===== src/hdl/hrlp_pkg.sv =====
`timescale 1ns / 1ps

package hrlp_pkg;

   typedef struct packed {
      logic [7:0] data_byte;
      logic       first_byte;
      logic       end_of_text;
   } req_type;

   typedef struct packed {
      logic [2:0] kind;
      logic       verb;
      logic [7:0] out_byte;
   } rsp_type;

   typedef enum logic [5:0] {
      PH_IDLE    = 6'b000001,
      PH_MATCH   = 6'b000010,
      PH_PATH    = 6'b000100,
      PH_QUERY   = 6'b001000,
      PH_VERSION = 6'b010000,
      PH_DONE    = 6'b100000
   } phase_type;

   typedef struct packed {
      phase_type  phase;
      logic [2:0] match_pos;
      logic       verb_seen;
   } parse_state_type;

   localparam logic [2:0] KIND_NONE    = 3'd0;
   localparam logic [2:0] KIND_PATH    = 3'd1;
   localparam logic [2:0] KIND_VERSION = 3'd2;
   localparam logic [2:0] KIND_OK      = 3'd3;
   localparam logic [2:0] KIND_BAD     = 3'd4;

   localparam logic VERB_GET  = 1'b0;
   localparam logic VERB_POST = 1'b1;

   localparam logic [7:0] CHAR_SPACE = 8'h20;
   localparam logic [7:0] CHAR_QMARK = 8'h3F;
   localparam logic [7:0] CHAR_CR    = 8'h0D;
   localparam logic [7:0] CHAR_LF    = 8'h0A;
   localparam logic [7:0] CHAR_NUL   = 8'h00;
   localparam logic [7:0] CHAR_G     = 8'h47;
   localparam logic [7:0] CHAR_P     = 8'h50;

   localparam logic [2:0] GET_LEN  = 3'd4;
   localparam logic [2:0] POST_LEN = 3'd5;

   function automatic logic [7:0] prefix_char(input logic verb, input logic [2:0] pos);
      logic [7:0] c;
      c = CHAR_SPACE;
      if (verb == VERB_POST) begin
         case (pos)
            3'd0:    c = 8'h50;
            3'd1:    c = 8'h4F;
            3'd2:    c = 8'h53;
            3'd3:    c = 8'h54;
            default: c = CHAR_SPACE;
         endcase
      end else begin
         case (pos)
            3'd0:    c = 8'h47;
            3'd1:    c = 8'h45;
            3'd2:    c = 8'h54;
            default: c = CHAR_SPACE;
         endcase
      end
      return c;
   endfunction

endpackage


===== src/hdl/hrlp_step.sv =====
`timescale 1ns / 1ps

module hrlp_step
   import hrlp_pkg::*;
(
   input  req_type         item,
   input  parse_state_type state_cur,
   output parse_state_type state_nxt,
   output rsp_type         result
);

   phase_type  ph;
   logic [2:0] pos;
   logic       vb;
   logic       ends;
   logic [2:0] len;
   logic [2:0] pos_inc;
   logic [7:0] b;

   always_comb begin
      b    = item.data_byte;
      ends = item.end_of_text || (b == CHAR_NUL);
      ph   = item.first_byte ? PH_MATCH : state_cur.phase;
      pos  = item.first_byte ? 3'd0 : state_cur.match_pos;
      vb   = item.first_byte ? VERB_GET : state_cur.verb_seen;

      // verb picked up on the first prefix character
      if (ph == PH_MATCH && !ends && pos == 3'd0) begin
         if (b == CHAR_G) begin
            vb = VERB_GET;
         end else if (b == CHAR_P) begin
            vb = VERB_POST;
         end
      end

      len     = (vb == VERB_POST) ? POST_LEN : GET_LEN;
      pos_inc = pos + 3'd1;

      state_nxt.phase     = ph;
      state_nxt.match_pos = pos;
      state_nxt.verb_seen = vb;
      result.kind         = KIND_NONE;
      result.verb         = vb;
      result.out_byte     = 8'd0;

      case (ph)
         PH_MATCH: begin
            if (ends) begin
               state_nxt.phase = PH_DONE;
               result.kind     = KIND_BAD;
            end else if (pos == 3'd0 && b != CHAR_G && b != CHAR_P) begin
               state_nxt.phase = PH_DONE;
               result.kind     = KIND_BAD;
            end else if (pos >= len) begin
               state_nxt.phase = PH_PATH;
            end else if (b != prefix_char(vb, pos)) begin
               state_nxt.phase = PH_DONE;
               result.kind     = KIND_BAD;
            end else begin
               state_nxt.match_pos = pos_inc;
               if (pos_inc == len) begin
                  state_nxt.phase = PH_PATH;
               end
            end
         end
         PH_PATH, PH_QUERY: begin
            if (ends) begin
               state_nxt.phase = PH_DONE;
               result.kind     = KIND_OK;
            end else if (b == CHAR_SPACE) begin
               state_nxt.phase = PH_VERSION;
            end else if (ph == PH_PATH && b != CHAR_QMARK) begin
               result.kind     = KIND_PATH;
               result.out_byte = b;
            end else begin
               state_nxt.phase = PH_QUERY;
            end
         end
         PH_VERSION: begin
            if (ends || b == CHAR_CR || b == CHAR_LF) begin
               state_nxt.phase = PH_DONE;
               result.kind     = KIND_OK;
            end else begin
               result.kind     = KIND_VERSION;
               result.out_byte = b;
            end
         end
         PH_IDLE: begin
            state_nxt.phase = PH_IDLE;
         end
         default: begin
            state_nxt.phase = PH_DONE;
         end
      endcase
   end

endmodule


===== src/hdl/http_request_line_parser_core.sv =====
`timescale 1ns / 1ps

// HTTP request line parser: one byte beat in, one result beat out per byte.
// Each byte is captured in an input register, then a single pass of phase
// logic writes its tag into the result register and the next parser state
// into the state register, so a byte is taken every cycle when nothing
// stalls. The result register frees the input side as soon as its beat is
// taken; rsp_stall holds both stages.

module http_request_line_parser_core
   import hrlp_pkg::*;
(
   input  logic    clock,
   input  logic    reset,
   input  logic    req_valid,
   output logic    req_stall,
   input  req_type req_payload,
   output logic    rsp_valid,
   input  logic    rsp_stall,
   output rsp_type rsp_payload
);

   logic            in_valid_ff;
   logic            in_valid_in;
   req_type         in_item_ff;
   logic            out_valid_ff;
   logic            out_valid_in;
   rsp_type         out_item_ff;
   parse_state_type state_ff;
   parse_state_type state_in;
   parse_state_type step_state;
   rsp_type         step_result;
   logic            out_free;
   logic            advance;

   hrlp_step u_step (
      .item      (in_item_ff),
      .state_cur (state_ff),
      .state_nxt (step_state),
      .result    (step_result)
   );

   assign out_free  = !out_valid_ff || !rsp_stall;
   assign advance   = in_valid_ff && out_free;
   assign req_stall = in_valid_ff && !out_free;

   assign in_valid_in  = (req_valid && !req_stall) || (in_valid_ff && !advance);
   assign out_valid_in = advance || (out_valid_ff && rsp_stall);
   assign state_in     = advance ? step_state : state_ff;

   always_ff @(posedge clock) begin
      if (reset) begin
         in_valid_ff        <= 1'b0;
         out_valid_ff       <= 1'b0;
         state_ff.phase     <= PH_IDLE;
         state_ff.match_pos <= 3'd0;
         state_ff.verb_seen <= VERB_GET;
      end else begin
         in_valid_ff  <= in_valid_in;
         out_valid_ff <= out_valid_in;
         state_ff     <= state_in;
      end
   end

   always_ff @(posedge clock) begin
      if (req_valid && !req_stall) begin
         in_item_ff <= req_payload;
      end
      if (advance) begin
         out_item_ff <= step_result;
      end
   end

   assign rsp_valid   = out_valid_ff;
   assign rsp_payload = out_item_ff;

endmodule


===== config.mk =====
export PLATFORM = sky130hd
export DESIGN_NAME = http_request_line_parser_core
export DESIGN_NICKNAME = d
export VERILOG_FILES = /design/src/hdl/hrlp_pkg.sv /design/src/hdl/hrlp_step.sv /design/src/hdl/http_request_line_parser_core.sv
export SDC_FILE = /design/constraint.sdc
export NUM_CORES = 1
export LEC_CHECK = 0
export BUFFER_PORTS_ARGS = -buffer_cell sky130_fd_sc_hd__buf_2
export CELL_PAD_IN_SITES_DETAIL_PLACEMENT = 0
export CELL_PAD_IN_SITES_GLOBAL_PLACEMENT = 1
export CORE_ASPECT_RATIO = 2
export CORE_MARGIN = 5
export CORE_UTILIZATION = 44
export DETAILED_ROUTE_END_ITERATION = 7
export PLACE_DENSITY = 0.8
export SYNTH_ARGS = -nofsm -noshare
export SYNTH_HDL_FRONTEND = slang
export SYNTH_SLANG_ARGS = --single-unit

===== constraint.sdc =====
create_clock -name clock -period 4.2 [get_ports clock]
set_input_delay 0.84 -clock clock [delete_from_list [all_inputs] [get_ports clock]]
set_output_delay 0.84 -clock clock [all_outputs]
set_load 0.02 [all_outputs]

After elaboration in Yosys (flattened, before gate mapping)
Index checks and enable logic that the tools add are counted.

Register bits after elaboration: 34. Input bits: 14. Output and inout port bits: 14. Word-level logic and storage cells: 99.

$add $sub $neg: 1. Magnitude comparators: 1. Equality and inequality tests: 18. Muxes and demuxes: 43. Reduce and logical (&&, ||, !) cells: 25.

Operators with widths (number): $mux 8 (9); $mux 6 (10); $mux 3 (12); $pmux 7 s4 (1); $pmux 6 s4 (1); $pmux 7 s3 (1); $eq 8x4->1 const B (2); $eq 8x7->1 const B (2); $ne 8x7->1 const B (2); $pmux 8 s2 (1); $logic_and 1x1->1 (10); $pmux 3 s3 (1); $eq 8x6->1 const B (1); $logic_not 8->1 (1); $ne 8x6->1 const B (1); $ne 8x8->1 (1); $mux 1 (7); $eq 3x2->1 const B (2); $eq 6x1->1 const B (1); $eq 6x2->1 const B (1); $eq 6x3->1 const B (1); $eq 6x4->1 const B (1); $eq 6x5->1 const B (1); $logic_not 1->1 (6); other kinds (7) (12).

Logic depth before layout (Yosys ltp)
Gate-level depths: netlist of the first run.

Depth after elaboration: 18. Depth in mapped cells: 14. Depth with buffers taken out: 12.

By module
A second synthesis of the first run with hierarchy kept.

Cell total of the unflattened synthesis: 228. Area, all modules: 2217.1 µm².

Modules (own cells, without submodules): http_request_line_parser_core (times used 1, cells an instance 75, area each 1197.4 µm²); hrlp_step (times used 1, cells an instance 153, area each 1019.7 µm²).

Worst setup path before layout of the first run
Ideal clock, no wire load.

Path type: register to register. Start point: reg in_item_ff[2] (netlist name). End point: reg state_ff[5] (netlist name). Library setup time: 91 ps. Data arrival time: 2960 ps. Data required time: 4109 ps. Slack: 1149 ps. Stages on the path, launching flop included: 14. Path buffers: 1. Period minus slack after synthesis: 3051 ps. Cell sequence: edfxtp_1 -> buf_6 -> nor4_4 -> nand4_2 -> a211oi_4 -> nand2b_1 -> ha_1 -> nor2_1 -> nand2_1 -> nand2_1 -> nand2_1 -> or4_4 -> or3b_1 -> a311oi_1.

Cells in the longest elaborated chain, start to end: 17. Elaborated cells on any way between the ends: 40.

RTL lines: from (decl) (line http_request_line_parser_core.sv:25) `req_type in_item_ff;`; from (signal assigned) (line http_request_line_parser_core.sv:67) `in_item_ff <= req_payload;`; $logic_not 8->1 (line hrlp_step.sv:22) `ends = item.end_of_text || (b == CHAR_NUL);`; $logic_or 1x1->1 (line hrlp_step.sv:22); $logic_not 1->1 (line hrlp_step.sv:28) `if (ph == PH_MATCH && !ends && pos == 3'd0) begin`; $logic_and 1x1->1 (2 in series) (line hrlp_step.sv:28); $mux 1 (line hrlp_step.sv:28); $mux 8 (line hrlp_pkg.sv:55) `if (verb == VERB_POST) begin`; $mux 8 (line hrlp_step.sv:54) `end else if (pos >= len) begin`; $mux 8 (line hrlp_step.sv:51) `end else if (pos == 3'd0 && b != CHAR_G && b != CHAR_P) begin`; $mux 8 (line hrlp_step.sv:48) `if (ends) begin`; $mux 8 (line hrlp_step.sv:46) `case (ph)`; $ne 8x8->1 (line hrlp_step.sv:56) `end else if (b != prefix_char(vb, pos)) begin`; $mux 6 (line hrlp_step.sv:56); $mux 6 (line hrlp_step.sv:54); $mux 6 (line hrlp_step.sv:51); $mux 6 (line hrlp_step.sv:48); $pmux 6 s4 * (line hrlp_step.sv:46); to (signal assigned) (line http_request_line_parser_core.sv:61) `state_ff <= state_in;`; to (decl) (line http_request_line_parser_core.sv:29) `parse_state_type state_ff;`.

Every way passes the cells marked *; elsewhere a longest branch is shown, timed or not. The select of a mux whose other input is x is not followed. A chain may end at the register's enable or synchronous reset.

Worst setup path after layout of the first run
Start point: reg in_item_ff[6] (netlist name). End point: reg state_ff[5] (netlist name).

Same word-level chain as after synthesis.

==> impl_metrics.ini, run 1 <==
[global_routing]
grt_pass1_wl_mm = 8.71
grtUsageTotal_pct = 18.4
antenna_found_initial = 0
grt_pass1_vias = 1776
grt_start_max_net_pins = 28
grt-ovfl-total = 0

[placed_design]
port_buffers = 27
gp_congestion = 0.887
hpwl_mm = 4.12
placedCellCount = 302

[cts]
hold_buffers = 0
cts_max_path_buffers = 2
cts-buffers-inserted = 5
cts_tree = done
root_buffer = clkbuf_8
cts.sinks = 34
cts-resized-gates = 0
path_clk_slew_ns = 0.08
clkLatencyLatePin_ns = 0.30
htree_levels = 2
post_cts_buffers = 0

[sta]
rsz0062_at_grt = no
period_share_pct = 83.7
slew_headroom_pct = 39.5
setup_viol = 0
period_needed_ns = 3.52
max_slew.worst_pin.slew_ns = 0.906
finalSetupTns_ns = 0
hold_viol = 0
clock-skew-final_ns = 0.0108
drv_slew = 0
max_freq_ghz = 0.284

[status]
status = finished clean

[setup_path]
required_ns = 4.40
critPathKind = reg -> reg
r2r_end = state_ff[5]
r2r_start = in_item_ff[6]
crit_path_start_kind = register
crit_path_end_kind = register
arrival_ns = 3.72
reg2reg_slack_ns = 0.68
critical_path_peak_fanout = 11
rr_worst_depth = 12

[detailed_routing]
drcViolationCount = 0
drt_first_pass_iters = 4
avgViaCountPerCell = 6.02
wl_mm = 5.43
wl_per_cell_um = 17.5
ant_nets = 0
drt_iter0_drc = 39
via_count = 1866

[cells_and_area]
drive_gt1_share_pct = 19.4
nFillCells = 469
ff_latch_area_sq_um = 901
num_antenna_cells = 0
nets = 268
multiInputGateArea_sq_mm = 0.00115
fin_cells = 310
area_delta_synth_final_pct = 11.7

[die]
start_util_pct = 44.5
pin_count = 28
die_area_sq_mm = 0.00646
core_area_sq_mm = 0.00482
num_rows = 36
die_h_um = 109
die_x_um = 59.4

[synth]
synth_top_cell_area_share_pct = 30.8
ys_seq_area_share_pct = 42.0
syn_inst = 228
yosysWarnings = 0
ys_top_cells_by_count = nor2_1 (23), edfxtp_1 (22), nand2_1 (17), nor2b_1 (16)
synth_area_sq_mm = 0.00215
synth.most_common_cell = nor2_1
synth_cell_types = 59
synth_edf_count = 22
async_flop_share_pct = 0
synth-seq-cells = 34
synth_top_area_cell = edfxtp_1
synth.avg_cell_area_sq_um = 9.42
synth.area.top_cells = edfxtp_1 (31%), dfxtp_1 (11%), nor2b_1 (4.7%)
synth_top_flop_cell = edfxtp_1
syn-num-nets = 244

[power_and_ir_drop]
power_leakage_uw = 0.000874
powerDensity_mw_per_mm2 = 300
vdd_drop_max_mv = 0.272

[hold_path]
worstHoldEndpoint = rsp_valid
holdCritPathClass = reg -> reg
min_from = in_valid_ff
whs_path_depth = 2

[flow_run]
maxCapViolations = 0
==> through the flow <==
step	setup WS, ns	utilization, %	power, uW	instance area [sq um]	hold WS (ns)
floorplan	1.15	-	445	2150	0.451
global placement	0.871	47.8	468	2300	0.477
detailed placement	0.760	47.8	469	2300	0.485
CTS	0.715	49.7	725	2400	0.504
global route	0.413	49.7	754	2400	0.556
finish	0.684	49.7	718	2400	0.498
==> layer usage <==
metal / routed length (um) / global-route usage [%] / share of wire [%] / up-vias
met4: 325 / 12.3 / 6.0 / 0
met3: 238 / 3.20 / 4.4 / 28
met2: 2990 / 32.3 / 55 / 53
met1: 1880 / 19.0 / 35 / 880
met5: 0 / 0 / 0 / -
li1: - / - / - / 905
==> logic make-up (layout without fill, tap and decap cells) <==
family | count (synthesis) | count (layout) | synth area share, %
AO/OA/AOI/OAI | 65 | 65 | 22.0
XOR/XNOR | 5 | 5 | 2.04
adder cells (fa/ha/maj) | 2 | 2 | 1.17
buffers and inverters | 20 | 45 | 4.49
flip-flops | 34 | 34 | 42.0
multiplexers | 1 | 1 | 0.466
AND/OR/NAND/NOR | 101 | 101 | 27.9
==> how the worst max path moves through the flow <==
stage,slack [ns],cells past startpoint,start,end
after floorplan,1.15,13,in_item_ff[2],state_ff[5]
after global placement,0.87,12,in_item_ff[6],state_ff[5]
after detailed placement,0.76,12,in_item_ff[6],state_ff[5]
after CTS,0.72,12,in_item_ff[6],state_ff[5]
after global routing,0.41,12,in_item_ff[6],state_ff[5]
final,0.68,12,in_item_ff[6],state_ff[5]
==> cells in the final DEF (no fill, tap or decap), drive strengths merged, types with 3 or more instances in the layout <==
cell type  instances
nor4b              3
xor2               3
o31ai              4
a31oi              3
a211oi             3
edfxtp            22
nor2              23
o21ai             15
a21oi             10
o21a               3
clkbuf             6
nor3               7
nand2             17
or3                3
a21o               6
nand2b             5
a311oi             3
nor3b              5
buf               29
inv                8
dfxtp             12
nor4               5
nor2b             16
==> sequential cells by signal, summed over array words and instances (netlist names) <==
register / count
in_item_ff: 10
in_valid_ff: 1
rsp_valid: 1
rsp_payload: 12
state_ff: 10
==> cell type report <==
cell class              instances  share of cell area [%]
clock inverters                 2                   0.522
well taps                      57                    2.97
repair buffers                 29                    6.26
multi-input cells             174                    48.0
inverters                       8                    1.25
flip-flops and latches         34                    37.6
clock buffers                   6                    3.44
==> report_power, final <==
group	internal (uW)	switching [uW]	leakage, uW
registers	370	17.2	0.000317
logic	29.1	45.6	0.000509
clock network	132	125	0.0000472
total	531	188	0.000874
==> worst max-delay path: stages, from the launching register on <==
cell and delay [ns]:
edfxtp_1 0.56, nor4_1 0.42, a21o_1 0.40, a211oi_4 0.12, nand2b_1 0.18, ha_1 0.30, nor2_1 0.10, nand2_1 0.07
nand2_1 0.10, nand2_1 0.05, or4_4 0.43, or3b_1 0.40, a311oi_1 0.29
No activity file was read; power rests on OpenSTA's default activity.
==> run 2, diff against run 1 <==
ABC_AREA = 1   (was not set)
CORE_UTILIZATION = 41   (was 44)
clock period = 3.4 ns   (was 4.2 ns; I/O delays follow)
==> impl_metrics.ini, run 2 <==
[status]
status = finished clean

[detailed_routing]
wl_mm = 4.63
wl_per_cell_um = 12.9
drt_iter0_drc = 45
drt_first_pass_iters = 4
drcViolationCount = 0
via_count = 1771
avgViaCountPerCell = 4.93
ant_nets = 0

[sta]
max_freq_ghz = 0.365
drv_slew = 0
rsz0062_at_grt = no
clock-skew-final_ns = 0.00614
setup_viol = 0
max_slew.worst_pin.slew_ns = 0.558
fin_ws_ns = 0.658
period_share_pct = 80.6
slew_headroom_pct = 62.3
finalSetupTns_ns = 0
period_needed_ns = 2.74
hold_viol = 0
whs_ns = 0.482

[power_and_ir_drop]
seq_power_share_pct = 52.7
powerDensity_mw_per_mm2 = 393
p_switching_uw = 252
pwr-share-comb_pct = 15.1
finalPower_uw = 895
p_clk_share_pct = 32.2
sw_frac_of_total_pct = 28.2
internal-power_uw = 643
power_leakage_uw = 0.00107
vdd_drop_max_mv = 0.315

[die]
num_rows = 36
die_x_um = 59.2
start_util_pct = 41.6
die_area_sq_mm = 0.00642
core_area_sq_mm = 0.00477
pin_count = 28
die_h_um = 108

[cells_and_area]
largest_reg_flops = 12
area_delta_synth_final_pct = 14.8
drive_gt1_share_pct = 18.9
mostFrequentLayoutCells = nand2_1 (61), nor2_1 (46), inv_1 (44), buf_2 (27), edfxtp_1 (22)
num_antenna_cells = 0
final_core_utilization_pct = 47.7
nets = 317
final_common_cell = nand2_1
nFillCells = 517

[synth]
async_flop_share_pct = 0
synth_cell_types = 27
synth_top_area_cell = edfxtp_1
synth.most_common_cell = nand2_1
synth_top_flop_cell = edfxtp_1
synth.area.top_cells = edfxtp_1 (33%), dfxtp_1 (12%), nand2_1 (12%)
synth.avg_cell_area_sq_um = 7.40
ys_top_cells_by_count = nand2_1 (61), nor2_1 (47), inv_1 (44), edfxtp_1 (22), nand3_1 (15)
synth_edf_count = 22
synth_top_cell_area_share_pct = 33.3
synth_area_sq_mm = 0.00198
yosysWarnings = 0
syn_inst = 268
synth-seq-cells = 34
syn-num-nets = 284
ys_seq_area_share_pct = 45.4

[global_routing]
grtUsageMet2_pct = 29.1
grt_pass1_vias = 1816
grt_most_used_layer = met2
grtUsageTotal_pct = 16.4
antenna_found_initial = 0
grt_start_max_net_pins = 27
met3_usage_pct = 3.82
grt-ovfl-total = 0
grt_pass1_wl_mm = 7.90
met1_usage_pct = 16.8

[setup_path]
critical_path_peak_fanout = 7
critPathKind = reg -> reg
reg2reg_slack_ns = 0.66
crit_path_start_kind = register
crit_path_end_kind = register
arrival_ns = 2.98
required_ns = 3.63

[flow_run]
maxCapViolations = 0

[cts]
path_clk_slew_ns = 0.07
root_buffer = clkbuf_8
htree_levels = 2
cts-resized-gates = 0
post_cts_buffers = 0
cts.sinks = 34
cts_tree = done
cts-buffers-inserted = 5
clkLatencyLatePin_ns = 0.29
hold_buffers = 0
cts_max_path_buffers = 2

[hold_path]
holdCritPathClass = reg -> reg

[placed_design]
port_buffers = 27
gp_congestion = 0.814
hpwl_mm = 3.67
dp_slack_ns = 0.701
[run 2: metal layers]
metal | wire length (um) | part of all wire (%)
met1 | 1850 | 40
met2 | 2490 | 54
met3 | 152 | 3.3
met4 | 147 | 3.2
met5 | 0 | 0
[run 2: metrics by stage]
stage               cell area [sq um]  instances
detailed placement               2190        351
CTS                              2280        359
floorplan                        1980        268
global route                     2280        359
global placement                 2190        351
finish                           2280        359
[run 2: power groups by stage]
stage	combinational (uW)	clock (uW)	sequential (uW)
after global routing	153	320	474
after CTS	137	302	471
after detailed placement	136	0	480
after floorplan	90.0	0	486
final	135	289	471
after global placement	135	0	480
[run 2: final timing paths]
kind                                    start  cells after the start          end
worst min register to register    state_ff[8]                      2  state_ff[8]
worst max-delay path            in_item_ff[1]                     16  state_ff[6]
worst min-delay path              state_ff[8]                      2  state_ff[8]
worst max register to register  in_item_ff[1]                     16  state_ff[6]
[run 2: cell families after synthesis]
| kind of cell | after synthesis | share of synthesized area (%) |
|---|---|---|
| AO/OA/AOI/OAI | 34 | 9.65 |
| adder cells (fa/ha/maj) | 2 | 1.26 |
| flip-flops | 34 | 45.4 |
| AND/OR/NAND/NOR | 148 | 34.2 |
| buffers and inverters | 50 | 9.46 |
[run 2: worst max-delay path, stage by stage (launching register included)]
cell	delay, ns
edfxtp_1	0.48
inv_2	0.14
o21ai_1	0.18
nand3_2	0.18
nor2_2	0.22
nand3_2	0.20
nand2_4	0.15
inv_1	0.05
ha_1	0.28
inv_1	0.04
a31oi_1	0.27
a21oi_1	0.07
a21oi_1	0.15
nand2_1	0.06
nand2_1	0.05
nand2_1	0.05
a21oi_2	0.10
[run 2: area by class of cell]
type                            instances  area (sq um)  share of cell area [%]
Sequential cell                        34           901                    39.5
Multi-Input combinational cell        184           898                    39.4
Inverter                               48           180                    7.91
Timing Repair Buffer                   28           143                    6.26
Tap cell                               57          71.3                    3.13
Clock buffer                            5          68.8                    3.02
Clock inverter                          3          16.3                   0.714
==> run 3, diff against run 2 <==
CORE_UTILIZATION = 37   (was 41)
PLACE_DENSITY = 0.76   (was 0.8)
clock period = 2.5 ns   (was 3.4 ns; I/O delays follow)
==> impl_metrics.ini, run 3 (same netlist as run 2, synthesis figures left out) <==
[placed_design]
dp_slack_ns = -0.000288
gp_congestion = 0.919
hpwl_mm = 4.57
port_buffers = 27
placedCellCount = 377
place_area_sq_mm = 0.00238

[sta]
slew_headroom_pct = 66.8
whs_ns = 0.373
period_share_pct = 97.3
hold_viol = 0
setup_viol = 0
rsz0062_at_grt = yes
max_slew.worst_pin.slew_ns = 0.492
max_freq_ghz = 0.411
period_needed_ns = 2.43
fin_ws_ns = 0.0665
drv_slew = 0
clock-skew-final_ns = 0.00674

[power_and_ir_drop]
seq_power_share_pct = 44.3
sw_frac_of_total_pct = 28.5
internal-power_uw = 1040
power_leakage_uw = 0.00128
pwr-share-comb_pct = 19.4
vdd_drop_max_mv = 0.402
p_switching_uw = 413
powerDensity_mw_per_mm2 = 526
p_clk_share_pct = 36.3

[global_routing]
grt_pass1_wl_mm = 9.14
grt-ovfl-total = 0
grtUsageTotal_pct = 17.8
antenna_found_initial = 0
grt_pass1_vias = 2027
grt_start_max_net_pins = 26

[die]
die_h_um = 114
num_rows = 37
core_area_sq_mm = 0.00518
start_util_pct = 38.3
die_area_sq_mm = 0.00702
pin_count = 28
die_x_um = 61.8

[cells_and_area]
area_delta_synth_final_pct = 38.7
drive_gt1_share_pct = 35.3
mostFrequentLayoutCells = nand2_1 (54), inv_1 (43), nor2_1 (39), buf_4 (36), buf_2 (27)
final_core_utilization_pct = 53.1
fin_cells = 398
final_area_sq_mm = 0.00275
nets = 355
final_common_cell = nand2_1
num_antenna_cells = 0
largest_reg_flops = 12

[detailed_routing]
ant_nets = 0
drt_first_pass_iters = 4
drcViolationCount = 0
drt_iter0_drc = 64
avgViaCountPerCell = 5.09
wl_mm = 6.05
via_count = 2025
wl_per_cell_um = 15.2

[cts]
cts_max_path_buffers = 2
cts.sinks = 34
path_clk_slew_ns = 0.08
htree_levels = 2
cts_tree = done
cts-buffers-inserted = 5
clkLatencyLatePin_ns = 0.29
root_buffer = clkbuf_8

[hold_path]
holdCritPathClass = in -> reg

[setup_path]
required_ns = 2.74
reg2reg_slack_ns = 0.07
crit_path_cell_trace = inv_2 > buf_4 > o21ai_2 > nand3_2 > nor2_4 > nand3_4 > nand2_4 > inv_1 > ha_4 > inv_1 > a31oi_4 > inv_1 > nand2_2 > nand2_1 > nand2_1 > nand2_1 > a21oi_2
cpPeakStageDelay_ns = 0.45
critical_path_peak_fanout = 6
arrival_ns = 2.67
critical-path-slowest-cell = edfxtp_1
crit_path_end_kind = register
crit_path_start_kind = register
critPathKind = reg -> reg

[flow_run]
maxCapViolations = 0

[status]
status = finished clean
## run 3: stage by stage
step                       TNS [ns]  power (uW)
after global placement            0         875
after CTS                         0        1410
after global routing         -0.591        1510
final                             0        1450
after detailed placement  -0.000288         875
after floorplan                   0         784
## run 3: final timing paths
check             depth (start not counted)            from       endpoint
setup reg to reg                         17   in_item_ff[1]    state_ff[6]
setup / recovery                         17   in_item_ff[1]    state_ff[6]
hold / removal                            1  req_payload[8]  in_item_ff[8]
hold reg to reg                           2     in_valid_ff      rsp_valid
## run 3: cell type report
cell class / instances / area (sq um)
Tap cell: 58 / 72.6
Clock buffer: 5 / 68.8
Fill cell: 528 / 2430
Sequential cell: 34 / 901
Multi-Input combinational cell: 184 / 1040
Inverter: 48 / 185
Timing Repair Buffer: 66 / 439
Clock inverter: 3 / 45.0
## run 3: power groups by stage
stage	clock [uW]	sequential [uW]	combinational, uW
finish	526	642	280
global route	556	644	306
CTS	541	640	225
detailed placement	0	653	222
global placement	0	653	221
floorplan	0	661	122
## run 3: worst max-delay path, delay by kind of cell (launching register included)
kind                     cells  cell delay [ns]
buffers and inverters        5             0.48
AND/OR/NAND/NOR              8             0.78
AO/OA/AOI/OAI                3             0.40
flip-flops                   1             0.45
adder cells (fa/ha/maj)      1             0.27
## run 3: what timing repair did
action	in CTS	in global routing
setup buffers	0	13
resized for setup	1	38
hold buffers	0	0
setup endpoints to repair	1	7
gates cloned	0	0
endpoints found under the hold margin	0	0
pin swaps	0	18
## run 3: routing by layer
| metal | up-vias | track usage, % | part of all wire, % |
|---|---|---|---|
| li1 | 1008 | - | - |
| met1 | 947 | 16.2 | 34 |
| met2 | 50 | 33.7 | 58 |
| met3 | 20 | 2.38 | 2.9 |
| met4 | 0 | 11.0 | 5.0 |
| met5 | - | 0 | 0 |
